--- src/design/tkf_pkg.sv ---
`timescale 1ns / 1ps
package tkf_pkg;

  localparam int unsigned VALUE_W   = 32;
  localparam int unsigned TALLY_W   = 16;
  localparam int unsigned CFG_W     = 4;
  localparam logic [TALLY_W-1:0] TALLY_MAX = '1;
  localparam logic [CFG_W-1:0]   TOP_COUNT_RESET = 4'd3;

  // request handed from the front queue to the engine
  typedef struct packed {
    logic                      start_new;
    logic signed [VALUE_W-1:0] value;
  } tkf_item_t;

endpackage

--- src/design/tkf_front.sv ---
`timescale 1ns / 1ps
module tkf_front (
  input  logic                              clk,
  input  logic                              rst_n,
  input  logic                              in_valid,
  output logic                              in_stall,
  input  logic                              in_start_new,
  input  logic signed [tkf_pkg::VALUE_W-1:0] in_sample_value,
  output logic                              item_valid,
  output tkf_pkg::tkf_item_t                item,
  input  logic                              item_pop
);

  tkf_pkg::tkf_item_t q_mem_r [2];
  logic       wr_ptr_r, wr_ptr_nxt;
  logic       rd_ptr_r, rd_ptr_nxt;
  logic [1:0] cnt_r, cnt_nxt;
  logic       push, pop;

  assign in_stall   = (cnt_r == 2'd2);
  assign push       = in_valid && !in_stall;
  assign item_valid = (cnt_r != 2'd0);
  assign pop        = item_pop && item_valid;
  assign item       = q_mem_r[rd_ptr_r];

  always_comb begin
    wr_ptr_nxt = push ? ~wr_ptr_r : wr_ptr_r;
    rd_ptr_nxt = pop ? ~rd_ptr_r : rd_ptr_r;
    cnt_nxt    = cnt_r;
    if (push && !pop) begin
      cnt_nxt = cnt_r + 2'd1;
    end else if (pop && !push) begin
      cnt_nxt = cnt_r - 2'd1;
    end
  end

  always_ff @(posedge clk) begin
    if (!rst_n) begin
      wr_ptr_r <= 1'b0;
      rd_ptr_r <= 1'b0;
      cnt_r    <= 2'd0;
    end else begin
      wr_ptr_r <= wr_ptr_nxt;
      rd_ptr_r <= rd_ptr_nxt;
      cnt_r    <= cnt_nxt;
    end
  end

  always_ff @(posedge clk) begin
    if (push) begin
      q_mem_r[wr_ptr_r].start_new <= in_start_new;
      q_mem_r[wr_ptr_r].value     <= in_sample_value;
    end
  end

endmodule

--- src/design/tkf_engine.sv ---
`timescale 1ns / 1ps
module tkf_engine #(
  parameter int TABLE_DEPTH = 64,
  parameter int K_MAX       = 8
) (
  input  logic                               clk,
  input  logic                               rst_n,
  input  logic [tkf_pkg::CFG_W-1:0]          top_count,
  input  logic                               item_valid,
  input  tkf_pkg::tkf_item_t                 item,
  output logic                               item_pop,
  output logic                               out_valid,
  input  logic                               out_stall,
  output logic signed [tkf_pkg::VALUE_W-1:0] out_ranked_value,
  output logic [tkf_pkg::TALLY_W-1:0]        out_ranked_count,
  output logic                               out_table_full_drop,
  output logic                               out_last_of_run
);

  localparam int AW  = (TABLE_DEPTH > 1) ? $clog2(TABLE_DEPTH) : 1;
  localparam int UW  = $clog2(TABLE_DEPTH + 1);
  localparam int KW  = $clog2(K_MAX + 1);
  localparam int LW  = (K_MAX > 1) ? $clog2(K_MAX) : 1;
  localparam int KCW = (KW > tkf_pkg::CFG_W) ? KW : tkf_pkg::CFG_W;
  localparam int CW  = (UW > KW) ? UW : KW;
  localparam int VW  = tkf_pkg::VALUE_W;
  localparam int TW  = tkf_pkg::TALLY_W;

  typedef enum logic [2:0] {S_IDLE, S_SRCH, S_UPD, S_RANK, S_EMIT} state_t;

  state_t                state_r, state_nxt;
  logic signed [VW-1:0]  val_r, val_nxt;
  logic [UW-1:0]         used_r, used_nxt;
  logic [UW-1:0]         scan_r, scan_nxt;
  logic                  rvld_r, rvld_nxt;
  logic [AW-1:0]         ridx_r, ridx_nxt;
  logic                  hit_r, hit_nxt;
  logic [AW-1:0]         hit_idx_r, hit_idx_nxt;
  logic [TW-1:0]         hit_tally_r, hit_tally_nxt;
  logic                  drop_r, drop_nxt;
  logic [KW-1:0]         lst_cnt_r, lst_cnt_nxt;
  logic signed [VW-1:0]  lst_key_r [K_MAX];
  logic signed [VW-1:0]  lst_key_nxt [K_MAX];
  logic [TW-1:0]         lst_tally_r [K_MAX];
  logic [TW-1:0]         lst_tally_nxt [K_MAX];
  logic [KW-1:0]         emit_r, emit_nxt;
  logic [KW-1:0]         n_r, n_nxt;
  logic                  ov_r, ov_nxt;
  logic signed [VW-1:0]  ovalue_r, ovalue_nxt;
  logic [TW-1:0]         ocount_r, ocount_nxt;
  logic                  odrop_r, odrop_nxt;
  logic                  olast_r, olast_nxt;

  logic signed [VW-1:0]  key_mem [TABLE_DEPTH];
  logic [TW-1:0]         tally_mem [TABLE_DEPTH];
  logic signed [VW-1:0]  key_q;
  logic [TW-1:0]         tally_q;
  logic                  mem_re, mem_we;
  logic [AW-1:0]         mem_waddr;
  logic signed [VW-1:0]  mem_wkey;
  logic [TW-1:0]         mem_wtally;

  logic [K_MAX-1:0]      ranks_ahead;
  logic [KCW-1:0]        k_wide;
  logic [KW-1:0]         k_eff;
  logic                  scan_done;
  logic                  out_free;

  assign mem_re    = (state_r == S_SRCH || state_r == S_RANK) && (scan_r < used_r);
  assign scan_done = !rvld_r && (scan_r == used_r);
  assign out_free  = !ov_r || !out_stall;
  assign item_pop  = (state_r == S_IDLE) && item_valid;

  // zero acts as one, anything above the list depth is clamped
  always_comb begin
    k_wide = KCW'(top_count);
    if (k_wide == '0) begin
      k_eff = KW'(1);
    end else if (k_wide > KCW'(K_MAX)) begin
      k_eff = KW'(K_MAX);
    end else begin
      k_eff = KW'(k_wide);
    end
  end

  // sorted insert of the returning entry into the running top list
  always_comb begin
    for (int j = 0; j < K_MAX; j++) begin
      ranks_ahead[j] = (KW'(j) >= lst_cnt_r) || (tally_q > lst_tally_r[j]) ||
                       ((tally_q == lst_tally_r[j]) && (key_q < lst_key_r[j]));
    end
  end

  always_comb begin
    state_nxt     = state_r;
    val_nxt       = val_r;
    used_nxt      = used_r;
    scan_nxt      = scan_r;
    rvld_nxt      = mem_re;
    ridx_nxt      = scan_r[AW-1:0];
    hit_nxt       = hit_r;
    hit_idx_nxt   = hit_idx_r;
    hit_tally_nxt = hit_tally_r;
    drop_nxt      = drop_r;
    lst_cnt_nxt   = lst_cnt_r;
    lst_key_nxt   = lst_key_r;
    lst_tally_nxt = lst_tally_r;
    emit_nxt      = emit_r;
    n_nxt         = n_r;
    ov_nxt        = ov_r && out_stall;
    ovalue_nxt    = ovalue_r;
    ocount_nxt    = ocount_r;
    odrop_nxt     = odrop_r;
    olast_nxt     = olast_r;
    mem_we        = 1'b0;
    mem_waddr     = hit_idx_r;
    mem_wkey      = val_r;
    mem_wtally    = (hit_tally_r == tkf_pkg::TALLY_MAX) ? hit_tally_r : hit_tally_r + TW'(1);
    if (mem_re) begin
      scan_nxt = scan_r + UW'(1);
    end

    case (state_r)
      S_IDLE: begin
        if (item_valid) begin
          val_nxt   = item.value;
          scan_nxt  = '0;
          hit_nxt   = 1'b0;
          if (item.start_new) begin
            used_nxt = '0;
          end
          state_nxt = S_SRCH;
        end
      end
      S_SRCH: begin
        if (rvld_r && key_q == val_r) begin
          hit_nxt       = 1'b1;
          hit_idx_nxt   = ridx_r;
          hit_tally_nxt = tally_q;
          state_nxt     = S_UPD;
        end else if (scan_done) begin
          state_nxt = S_UPD;
        end
      end
      S_UPD: begin
        drop_nxt = 1'b0;
        if (hit_r) begin
          mem_we = 1'b1;
        end else if (used_r < UW'(TABLE_DEPTH)) begin
          mem_we     = 1'b1;
          mem_waddr  = used_r[AW-1:0];
          mem_wtally = TW'(1);
          used_nxt   = used_r + UW'(1);
        end else begin
          drop_nxt = 1'b1;
        end
        scan_nxt    = '0;
        lst_cnt_nxt = '0;
        state_nxt   = S_RANK;
      end
      S_RANK: begin
        if (rvld_r) begin
          for (int j = 0; j < K_MAX; j++) begin
            if (ranks_ahead[j]) begin
              if (j == 0) begin
                lst_key_nxt[j]   = key_q;
                lst_tally_nxt[j] = tally_q;
              end else if (!ranks_ahead[(j > 0) ? j - 1 : 0]) begin
                lst_key_nxt[j]   = key_q;
                lst_tally_nxt[j] = tally_q;
              end else begin
                lst_key_nxt[j]   = lst_key_r[(j > 0) ? j - 1 : 0];
                lst_tally_nxt[j] = lst_tally_r[(j > 0) ? j - 1 : 0];
              end
            end
          end
          if (lst_cnt_r != KW'(K_MAX)) begin
            lst_cnt_nxt = lst_cnt_r + KW'(1);
          end
        end else if (scan_done) begin
          n_nxt     = (CW'(used_r) < CW'(k_eff)) ? KW'(used_r) : k_eff;
          emit_nxt  = '0;
          state_nxt = S_EMIT;
        end
      end
      S_EMIT: begin
        if (out_free) begin
          ov_nxt     = 1'b1;
          ovalue_nxt = lst_key_r[emit_r[LW-1:0]];
          ocount_nxt = lst_tally_r[emit_r[LW-1:0]];
          odrop_nxt  = drop_r;
          olast_nxt  = (emit_r == n_r - KW'(1));
          emit_nxt   = emit_r + KW'(1);
          if (emit_r == n_r - KW'(1)) begin
            state_nxt = S_IDLE;
          end
        end
      end
      default: state_nxt = S_IDLE;
    endcase
  end

  always_ff @(posedge clk) begin
    if (!rst_n) begin
      state_r <= S_IDLE;
      used_r  <= '0;
      rvld_r  <= 1'b0;
      ov_r    <= 1'b0;
    end else begin
      state_r <= state_nxt;
      used_r  <= used_nxt;
      rvld_r  <= rvld_nxt;
      ov_r    <= ov_nxt;
    end
    val_r       <= val_nxt;
    scan_r      <= scan_nxt;
    ridx_r      <= ridx_nxt;
    hit_r       <= hit_nxt;
    hit_idx_r   <= hit_idx_nxt;
    hit_tally_r <= hit_tally_nxt;
    drop_r      <= drop_nxt;
    lst_cnt_r   <= lst_cnt_nxt;
    lst_key_r   <= lst_key_nxt;
    lst_tally_r <= lst_tally_nxt;
    emit_r      <= emit_nxt;
    n_r         <= n_nxt;
    ovalue_r    <= ovalue_nxt;
    ocount_r    <= ocount_nxt;
    odrop_r     <= odrop_nxt;
    olast_r     <= olast_nxt;
  end

  always_ff @(posedge clk) begin
    if (mem_we) begin
      key_mem[mem_waddr]   <= mem_wkey;
      tally_mem[mem_waddr] <= mem_wtally;
    end
    if (mem_re) begin
      key_q   <= key_mem[scan_r[AW-1:0]];
      tally_q <= tally_mem[scan_r[AW-1:0]];
    end
  end

  assign out_valid           = ov_r;
  assign out_ranked_value    = ovalue_r;
  assign out_ranked_count    = ocount_r;
  assign out_table_full_drop = odrop_r;
  assign out_last_of_run     = olast_r;

endmodule

--- src/design/stream_top_k_frequent.sv ---
`timescale 1ns / 1ps
// Counts signed 32-bit samples in a table of up to TABLE_DEPTH distinct values and, after
// each sample, emits at most top_count (clamped to 1..K_MAX) most frequent entries, highest
// count first and smaller value first on ties; the last result of each sample is flagged.
// A two-entry input queue lets samples arrive while the engine works. For each sample,
// the single read port of the table memory is swept once to find the value and once to
// rank the entries.
module stream_top_k_frequent #(
  parameter int TABLE_DEPTH = 64,
  parameter int K_MAX       = 8
) (
  input  logic                               clk,
  input  logic                               rst_n,
  input  logic                               cfg_wr_en,
  input  logic [tkf_pkg::CFG_W-1:0]          cfg_wr_data,
  input  logic                               in_valid,
  output logic                               in_stall,
  input  logic                               in_start_new,
  input  logic signed [tkf_pkg::VALUE_W-1:0] in_sample_value,
  output logic                               out_valid,
  input  logic                               out_stall,
  output logic signed [tkf_pkg::VALUE_W-1:0] out_ranked_value,
  output logic [tkf_pkg::TALLY_W-1:0]        out_ranked_count,
  output logic                               out_table_full_drop,
  output logic                               out_last_of_run
);

  logic [tkf_pkg::CFG_W-1:0] top_count_r;
  logic                      item_valid;
  logic                      item_pop;
  tkf_pkg::tkf_item_t        item;

  always_ff @(posedge clk) begin
    if (!rst_n) begin
      top_count_r <= tkf_pkg::TOP_COUNT_RESET;
    end else if (cfg_wr_en) begin
      top_count_r <= cfg_wr_data;
    end
  end

  tkf_front u_front (
    .clk             (clk),
    .rst_n           (rst_n),
    .in_valid        (in_valid),
    .in_stall        (in_stall),
    .in_start_new    (in_start_new),
    .in_sample_value (in_sample_value),
    .item_valid      (item_valid),
    .item            (item),
    .item_pop        (item_pop)
  );

  tkf_engine #(
    .TABLE_DEPTH (TABLE_DEPTH),
    .K_MAX       (K_MAX)
  ) u_engine (
    .clk                 (clk),
    .rst_n               (rst_n),
    .top_count           (top_count_r),
    .item_valid          (item_valid),
    .item                (item),
    .item_pop            (item_pop),
    .out_valid           (out_valid),
    .out_stall           (out_stall),
    .out_ranked_value    (out_ranked_value),
    .out_ranked_count    (out_ranked_count),
    .out_table_full_drop (out_table_full_drop),
    .out_last_of_run     (out_last_of_run)
  );

endmodule

--- config.mk ---
export PLATFORM = sky130hd
export DESIGN_NAME = stream_top_k_frequent
export DESIGN_NICKNAME = d
export VERILOG_FILES = /design/src/design/tkf_pkg.sv /design/src/design/tkf_front.sv /design/src/design/tkf_engine.sv /design/src/design/stream_top_k_frequent.sv
export SDC_FILE = /design/constraint.sdc
export NUM_CORES = 2
export LEC_CHECK = 0
export BUFFER_PORTS_ARGS = -buffer_cell sky130_fd_sc_hd__buf_2
export CORE_MARGIN = 2
export CORE_UTILIZATION = 45
export CTS_BUF_LIST = sky130_fd_sc_hd__clkbuf_16
export DETAILED_ROUTE_END_ITERATION = 16
export PLACE_DENSITY = 0.57
export SYNTH_ARGS = -nofsm -noshare
export SYNTH_HDL_FRONTEND = slang
export SYNTH_SLANG_ARGS = --single-unit
--- constraint.sdc ---
create_clock -name clk -period 8.8 [get_ports clk]
set_clock_uncertainty 0.2 [all_clocks]
set_input_delay 0.44 -clock clk [delete_from_list [all_inputs] [get_ports clk]]
set_output_delay 0.44 -clock clk [all_outputs]
set_load 0.02 [all_outputs]
==> insert_results.sql <==
INSERT INTO impl_metrics (metric_group, metric, value, unit) VALUES
('status', 'outcome', 'completed', ''),
('power_and_ir_drop', 'swShare', '26.7', '%'),
('synthesis', 'synth.largest_area_cell', 'sky130_fd_sc_hd__edfxtp_1', ''),
('power_and_ir_drop', 'pwr-share-comb', '16.4', '%'),
('clock_tree', 'clkSlewWorstSetupHoldPaths', '60', 'ps'),
('synthesis', 'ys.warnings.count', '0', ''),
('place', 'detailedPlacementHpwl', '263000', 'um'),
('clock_tree', 'clock_tree.htree_level_count', '5', ''),
('drt', 'wire_per_inst', '33.7', 'um'),
('power_and_ir_drop', 'clkPwrFrac', '35.9', '%'),
('synthesis', 'post_synth_net_total', '8019', ''),
('power_and_ir_drop', 'maximum_ir_drop_on_the_vdd_rail', '219', 'uV'),
('timing', 'finalCritPeriodShare', '58.7', '%'),
('layout', 'final_cells', '12900', ''),
('drt', 'pre_antenna_drt_iters', '5', ''),
('setup_path', 'critPathCaptureType', 'register', ''),
('power_and_ir_drop', 'power.leakage', '56.6', 'nW'),
('setup_path', 'timing.critical_path.slowest_cell_delay', '980', 'ps'),
('floorplanning', 'fp.dieW', '592', 'um'),
('setup_path', 'crit_chain', 'nand2b_1 -> or4_1 -> mux2i_1 -> nand3_1 -> nor2_4 -> buf_4', ''),
('global_routing', 'global_route.overflow_total', '0', ''),
('timing', 'tightestPinTransition', '1310', 'ps'),
('synthesis', 'seq_total_area_yosys', '71.6', '%'),
('setup_path', 'critical_path.slowest_cell', 'sky130_fd_sc_hd__nor2_4', ''),
('drt', 'drc', '0', ''),
('clock_tree', 'root_buffer', 'sky130_fd_sc_hd__clkbuf_16', ''),
('power_and_ir_drop', 'seqPwrFrac', '47.7', '%'),
('clock_tree', 'clock_path_buffers', '4', ''),
('place', 'placement.io_buffers', '93', ''),
('power_and_ir_drop', 'totalPowerFinal', '45.5', 'mW'),
('drt', 'dr_total_vias', '79700', ''),
('timing', 'fin_crit', '5160', 'ps'),
('timing', 'report.final.slew_viol_count', '0', ''),
('timing', 'slew_headroom', '12.0', '%'),
('floorplanning', 'die_height', '592', 'um'),
('clock_tree', 'tritoncts', 'done', ''),
('timing', 'grt_setup_unrepaired', 'false', ''),
('synthesis', 'syn_area_per_cell', '20.5', 'um2'),
('synthesis', 'synth_largest_type_area_fraction', '71.2', '%'),
('floorplanning', 'floorplan.die_area', '351000', 'um2'),
('global_routing', 'antenna_found_initial', '49', ''),
('layout', 'final_layout_size_suffix_gt1_share', '29.2', '%'),
('place', 'dpl.cell_count', '12100', ''),
('synthesis', 'ys_types', '74', ''),
('place', 'postPlaceCellArea', '163000', 'um2'),
('floorplanning', 'fp-row-count', '215', ''),
('drt', 'drt_iter0_markers', '9792', ''),
('timing', 'maxClockFrequency', '0.194', 'GHz'),
('global_routing', 'grt_pass1_wl', '613000', 'um'),
('setup_path', 'path_max_fanout', '28', ''),
('synthesis', 'synth-seq-cells', '3722', ''),
('drt', 'drt-vias-per-instance', '6.17', ''),
('timing', 'final-setup-viol-count', '0', ''),
('power_and_ir_drop', 'power_density', '258', 'nW/um2'),
('setup_path', 'data_required_time_of_the_critical_path', '9180', 'ps'),
('power_and_ir_drop', 'p_int', '33.3', 'mW'),
('global_routing', 'grt_start_max_net_pins', '124', ''),
('clock_tree', 'insertion_delay', '960', 'ps'),
('layout', 'postLayoutCoreUtil', '51.4', '%'),
('synthesis', 'synth_cells', '7582', ''),
('synthesis', 'synth_flop_cell', 'sky130_fd_sc_hd__edfxtp_1', ''),
('floorplanning', 'pin_count', '94', ''),
('place', 'routabilityCongestion', '0.885', ''),
('synthesis', 'synth_most_common_cell', 'sky130_fd_sc_hd__edfxtp_1', ''),
('layout', 'fin_nets', '8471', ''),
('synthesis', 'synth_async_sr_flop_share', '0', '%'),
('global_routing', 'first_global_vias', '80100', ''),
('layout', 'area_delta_synth_final', '13.5', '%'),
('setup_path', 'setup.worst_path.start_class', 'register', ''),
('timing', 'fin_tns_setup', '0', 'ps'),
('setup_path', 'signal_arrival_time_at_the_worst_endpoint', '5540', 'ps');
[cell usage in the layout, fill, tap and decap left out, drive strengths merged, types with 6 or more instances in the layout]
| cell | count |
|---|---|
| a41oi | 53 |
| mux2 | 344 |
| or4 | 6 |
| dfxtp | 34 |
| mux2i | 21 |
| nor2 | 193 |
| o211ai | 111 |
| nor4 | 22 |
| nor3 | 31 |
| a31oi | 8 |
| clkinvlp | 12 |
| edfxtp | 3688 |
| nand4 | 88 |
| buf | 331 |
| xnor2 | 48 |
| and2 | 11 |
| a21o | 43 |
| a221oi | 6 |
| inv | 496 |
| nand3 | 45 |
| nand2 | 168 |
| mux4 | 1104 |
| bufinv | 40 |
| or3 | 12 |
| dlygate4sd3 | 81 |
| and3 | 11 |
| diode | 15 |
| clkinv | 167 |
| a2111oi | 8 |
| ha | 395 |
| nand2b | 17 |
| o21ai | 75 |
| nor2b | 21 |
| clkbuf | 395 |
| a211oi | 18 |
| a21oi | 141 |
| xor2 | 14 |
| o21a | 17 |
[power by group through the flow]
stage | clock (mW) | sequential (mW) | combinational [mW]
floorplan | 0 | 22.6 | 3.74
global placement | 0 | 22.0 | 7.39
detailed placement | 0 | 22.1 | 7.53
CTS | 16.6 | 21.7 | 7.56
global route | 17.3 | 21.7 | 7.90
finish | 16.3 | 21.7 | 7.46
[worst paths after layout]
path	startpoint	endpoint	slack [ps]	cells past startpoint
setup / recovery	u_engine.state_r[1]	u_engine.key_mem[6][3]	3640	6
hold / removal	in_start_new	u_front.q_mem_r[0][32]	180	2
setup reg to reg	u_engine.state_r[1]	u_engine.key_mem[6][3]	3640	6
hold reg to reg	u_engine.ridx_r[3]	u_engine.hit_idx_r[3]	210	0
[final cells by class]
cell class,count,area (um2)
clock buffers,395,9880
fillers,27000,167000
repair buffers,412,3350
flip-flops and latches,3722,111000
clock inverters,314,2740
inverters,401,1510
well taps,4557,5700
diodes,15,37.5
multi-input cells,3102,41900
[layer usage]
metal | vias to the layer above | global-route usage, % | part of all wire, %
met4 | 6 | 6.66 | 2.8
met2 | 3309 | 40.5 | 48
met3 | 576 | 3.50 | 7.4
met5 | - | 0 | 0.0078
li1 | 32500 | - | -
met1 | 43300 | 35.3 | 41
[logic make-up after synthesis]
kind of cell / count (synthesis) / synth area share (%)
fa+ha+maj: 395 / 3.18
mux: 1469 / 18.6
simple gates: 648 / 2.00
flops: 3722 / 71.6
xor+xnor: 62 / 0.349
compound gates: 528 / 2.29
buf+inv: 758 / 1.95
[state kept, by name, indices dropped and copies added, names as in the netlist, 16 cells and up, named ones only]
register	flops
u_engine.key_q	32
u_front.q_mem_r	66
u_engine.lst_key_r	256
u_engine.out_ranked_value	32
u_engine.lst_tally_r	128
u_engine.out_ranked_count	16
u_engine.tally_mem	1024
u_engine.key_mem	2048
u_engine.hit_tally_r	16
u_engine.mem_wkey	32
u_engine.tally_q	16
[critical path, delay by kind of cell, from the launching register on]
| kind | cells | cell delay [ps] |
|---|---|---|
| buf+inv | 1 | 570 |
| mux | 1 | 680 |
| flops | 1 | 610 |
| simple gates | 4 | 2690 |
[metrics by stage]
stage | setup WS (ps) | hold WS, ps
2_1_floorplan | 2220 | 152
3_3_place_gp | 3890 | 189
3_5_place_dp | 3680 | 194
4_1_cts | 3660 | 159
5_1_grt | 3370 | 171
6_report | 3640 | 185
[timing repair]
| item | 4_1_cts | 5_1_grt |
|---|---|---|
| hold buffers | 81 | 0 |
| hold endpoints to repair | 95 | 0 |
| buffers inserted | 0 | 0 |
(Power assumes the default switching activity.)
